$ cat src/hdl/rsi_pkg.sv
package rsi_pkg;
	localparam int COORD_WIDTH_DEF = 32;
	localparam int DIR_WIDTH = 16;
	localparam int DIST_WIDTH = 32;
	localparam int CFG_IDX_W = 2;
	localparam int RADIUS_RESET = 65536;
	localparam int RND_SHIFT = 14;

	localparam logic [CFG_IDX_W-1:0] REG_CENTER_X = 2'd0;
	localparam logic [CFG_IDX_W-1:0] REG_CENTER_Y = 2'd1;
	localparam logic [CFG_IDX_W-1:0] REG_CENTER_Z = 2'd2;
	localparam logic [CFG_IDX_W-1:0] REG_RADIUS = 2'd3;
endpackage

$ cat src/hdl/rsi_sqrt_cell.sv
module rsi_sqrt_cell #(
	parameter int BW = rsi_pkg::COORD_WIDTH_DEF + 5
) (
	input logic clk,
	input logic arst_n,
	input logic valid_in,
	output logic ready_out,
	input logic neg_in,
	input logic [2*BW-1:0] rad_in,
	input logic [BW+2:0] rem_in,
	input logic [BW-1:0] root_in,
	input logic signed [BW-1:0] b_in,
	output logic valid,
	input logic ready,
	output logic neg,
	output logic [2*BW-1:0] rad,
	output logic [BW+2:0] rem,
	output logic [BW-1:0] root,
	output logic signed [BW-1:0] b
);
	localparam int RW = BW + 3;

	logic v_q, en;
	logic [RW-1:0] cur, trial;
	logic [2*BW-1:0] rad_q;
	logic [RW-1:0] rem_q;
	logic [BW-1:0] root_q;
	logic signed [BW-1:0] b_q;
	logic neg_q;

	assign en = !v_q || ready;
	assign ready_out = en;
	assign cur = {rem_in[RW-3:0], rad_in[2*BW-1:2*BW-2]};
	assign trial = {1'b0, root_in, 2'b01};

	always_ff @(posedge clk or negedge arst_n) begin
		if (!arst_n) begin
			v_q <= 1'b0;
		end else if (en) begin
			v_q <= valid_in;
		end
	end

	always_ff @(posedge clk) begin
		if (en) begin
			rad_q <= {rad_in[2*BW-3:0], 2'b00};
			if (cur >= trial) begin
				rem_q <= cur - trial;
				root_q <= {root_in[BW-2:0], 1'b1};
			end else begin
				rem_q <= cur;
				root_q <= {root_in[BW-2:0], 1'b0};
			end
			b_q <= b_in;
			neg_q <= neg_in;
		end
	end

	assign valid = v_q;
	assign neg = neg_q;
	assign rad = rad_q;
	assign rem = rem_q;
	assign root = root_q;
	assign b = b_q;
endmodule

$ cat config.mk
export PLATFORM = sky130hd
export DESIGN_NAME = rsi_sqrt_cell
export DESIGN_NICKNAME = d
export VERILOG_FILES = /design/src/hdl/rsi_pkg.sv /design/src/hdl/rsi_sqrt_cell.sv
export SDC_FILE = /design/constraint.sdc
export NUM_CORES = 1
export LEC_CHECK = 0
export BUFFER_PORTS_ARGS = -buffer_cell sky130_fd_sc_hd__buf_2
export CORE_ASPECT_RATIO = 1.4
export CORE_UTILIZATION = 35
export CTS_BUF_LIST = sky130_fd_sc_hd__clkbuf_8
export DETAILED_ROUTE_END_ITERATION = 6
export RECOVER_POWER = 100
export SYNTH_ARGS = -nofsm -noshare
export SYNTH_HDL_FRONTEND = slang
export SYNTH_SLANG_ARGS = --single-unit
$ cat constraint.sdc
create_clock -name clk -period 18.6 [get_ports clk]
set_clock_uncertainty 0.2 [all_clocks]
set_input_delay 3.72 -clock clk [delete_from_list [all_inputs] [get_ports clk]]
set_output_delay 3.72 -clock clk [all_outputs]
set_load 0.03 [all_outputs]
==> impl_metrics.toml <==
[min_path]
whs_endpoint = "rad[36]"
hp-start = "valid"
min_path_type = "reg2reg"
holdPathStages = 1

[clock_tree]
path_clk_slew_ns = 0.11
worstSkewPairLatency_ns = 0.47
cts_resized = 0
postCtsSetupBuffers = 0
ctsRootBufferMaster = "clkbuf_8"
cts_buffer_depth = 2
tritoncts = "done"
cts_made_buffers = 17
ctsHoldBuffers = 0
htreeDepth = 4
cts.sinks = 188

[sta]
fmax_mhz = 85.9
drv_slew = 250
final.setup.tns_ns = 0
rsz0062_at_grt = "no"
setup_violations = 0
final.min_clock_period_ns = 11.64
finalCritPeriodShare_pct = 62.6
tightest_slew_ns = 3.43
relSlewSlack_pct = -129
hold_viol_final = 0

[critical_path]
critPathMaxStageDelay_ns = 2.52
ff2ff_path_depth = 4
cp_slowest_cell = "clkbuf_1"
crit_chain = "buf_2, nand2b_1, clkbuf_1, clkbuf_1, clkbuf_1"
timing.rr.end = "b[19]"
rrSetupSlack_ns = 9.94
crit_family = "buffers and inverters"
r2r_start = "valid"
arrival_ns = 11.46
worst_path_most_repeated_cell = "clkbuf_1"
start_kind = "primary input"
path_max_fanout = 68
critPathBufInv = 4
criticalPathCategory = "in2reg"
critPathRequiredTime_ns = 18.41
end_kind = "flop"

[yosys]
yosysSeqAreaShare_pct = 66.4
synthFlopType = "edfxtp_1"
ys_ff_latch = 188
async_flop_share_pct = 0.532
synth_edf_count = 187
syn_avg_cell_area_um2 = 13.2
synth_cells = 643
synth_area_um2 = 8500
yosys_warnings = 0
yosysUniqueCellTypes = 59

[place]
place_hpwl_um = 19700
place.gp.congestion = 0.859
dpl.cell_count = 1316
io_buffers = 379

[die]
dieHeight_um = 186
rows = 67
die_w_um = 134
initial_utilization_pct = 35.6
die-area_um2 = 24900
core_um2 = 23900
pin_count = 384

[global_routing]
grt_start_max_net_pins = 69
grt_overflow = 0
grt_pass1_wl_um = 36400
antenna_found_initial = 7
grt_pass1_vias = 6388
grt.total_usage_pct = 19.7

[power]
p_leak_nw = 4.36
vdd_drop_max_mv = 0.0449
powerDensity_nw_per_um2 = 97.4

[finish]
final_common_cell = "clkbuf_1"
area_growth_pct = 26.8
fin_cells = 1351
layout.nets = 1257
drive_gt1_share_pct = 20.3
mostFrequentLayoutCells = "clkbuf_1, edfxtp_1, buf_2"

[outcome]
status = "finished, violations left"
violations = "max-capacitance violations, max-slew violations"

[drt]
viasPerCell = 4.89
first_iter_violations = 324
drcViolationCount = 0
wl_per_cell_um = 18.3
vias = 6604
ant_nets = 0
first_pass_iters = 5
wl_um = 24800

[job]
max-cap-violations = 5
## worst max path at each step
stage               startpoint        end  slack (ns)  cells past startpoint
floorplan                ready  ready_out        6.24                      1
global placement         ready  ready_out       10.24                      3
detailed placement       ready  ready_out       10.24                      3
CTS                      ready  ready_out       10.24                      3
global route             ready    rad[46]        6.07                      5
finish                   ready      b[19]        6.96                      5
## metrics by stage
stage               util, %  setup slack, ns  total power, mW  cell area (µm²)  hold slack (ns)
finish                 45.1             6.96             1.05            10800             1.16
global route           45.1             6.07             1.10            10800             1.28
CTS                    46.4            10.24             1.07            11100            0.682
detailed placement     44.9            10.24            0.812            10700            0.661
global placement       44.9            10.24            0.809            10700            0.654
floorplan                 -             6.24            0.728             8500             3.22
## cell families after synthesis
| family | after synthesis | share of synthesized area (%) |
|---|---|---|
| other | 1 | 0.0441 |
| buffers and inverters | 64 | 3.31 |
| muxes | 3 | 0.427 |
| DFF | 188 | 66.4 |
| adders and majority gates | 39 | 5.74 |
| AOI/OAI and AO/OA | 178 | 13.4 |
| and+or+nand+nor | 137 | 7.36 |
| xor gates and xnor gates | 33 | 3.40 |
## registers in the layout, indices dropped and copies added, names as in the netlist
register / count
rad: 72
rem: 40
b: 37
root: 37
neg: 1
valid: 1
## cells in the mapped netlist, types with 2 or more instances
| cell | n | share of area [%] |
|---|---|---|
| a211oi_1 | 7 | 0.62 |
| a21boi_0 | 2 | 0.18 |
| a21o_1 | 27 | 2.4 |
| a21oi_1 | 39 | 2.3 |
| a31o_2 | 2 | 0.21 |
| a31oi_1 | 6 | 0.44 |
| a41o_1 | 2 | 0.24 |
| and2_1 | 3 | 0.22 |
| and3_1 | 6 | 0.44 |
| buf_4 | 6 | 0.53 |
| buf_6 | 2 | 0.26 |
| clkbuf_1 | 12 | 0.53 |
| edfxtp_1 | 187 | 66 |
| ha_1 | 39 | 5.7 |
| inv_1 | 42 | 1.9 |
| nand2_1 | 60 | 2.6 |
| nand2b_1 | 7 | 0.52 |
| nand3_1 | 3 | 0.18 |
| nand4_1 | 8 | 0.59 |
| nor2_1 | 29 | 1.3 |
| nor2b_1 | 3 | 0.22 |
| nor3_1 | 8 | 0.47 |
| nor4_1 | 3 | 0.22 |
| o211ai_1 | 5 | 0.44 |
| o21ai_0 | 60 | 3.5 |
| o21ai_2 | 2 | 0.21 |
| o21bai_1 | 4 | 0.35 |
| o221ai_1 | 2 | 0.21 |
| o31ai_1 | 3 | 0.26 |
| or2_2 | 3 | 0.22 |
| or3_1 | 2 | 0.15 |
| xnor2_1 | 15 | 1.5 |
| xor2_1 | 18 | 1.9 |
## where the power goes
| part | switching (mW) | internal [mW] | total [mW] |
|---|---|---|---|
| Combinational | 0.188 | 0.0715 | 0.260 |
| Sequential | 0.0106 | 0.519 | 0.530 |
| Clock | 0.164 | 0.0970 | 0.261 |
| Total | 0.363 | 0.688 | 1.05 |
## routing by layer
metal | track usage (%) | vias up | routed length, µm
met2 | 37.9 | 295 | 13600
li1 | - | 3166 | -
met5 | 0 | - | 37
met4 | 8.48 | 6 | 703
met1 | 19.6 | 3090 | 8690
met3 | 4.84 | 47 | 1730
## area by class of cell
class                   count  area [µm²]
diodes                      4        10.0
clock buffers              17         234
clock inverters            14         133
fillers                  2333       13100
inverters                  43         163
multi-input cells         392        2570
flip-flops and latches    188        5640
well taps                 310         388
repair buffers            383        1650
Note: power is estimated with default switching activity, not from simulation.
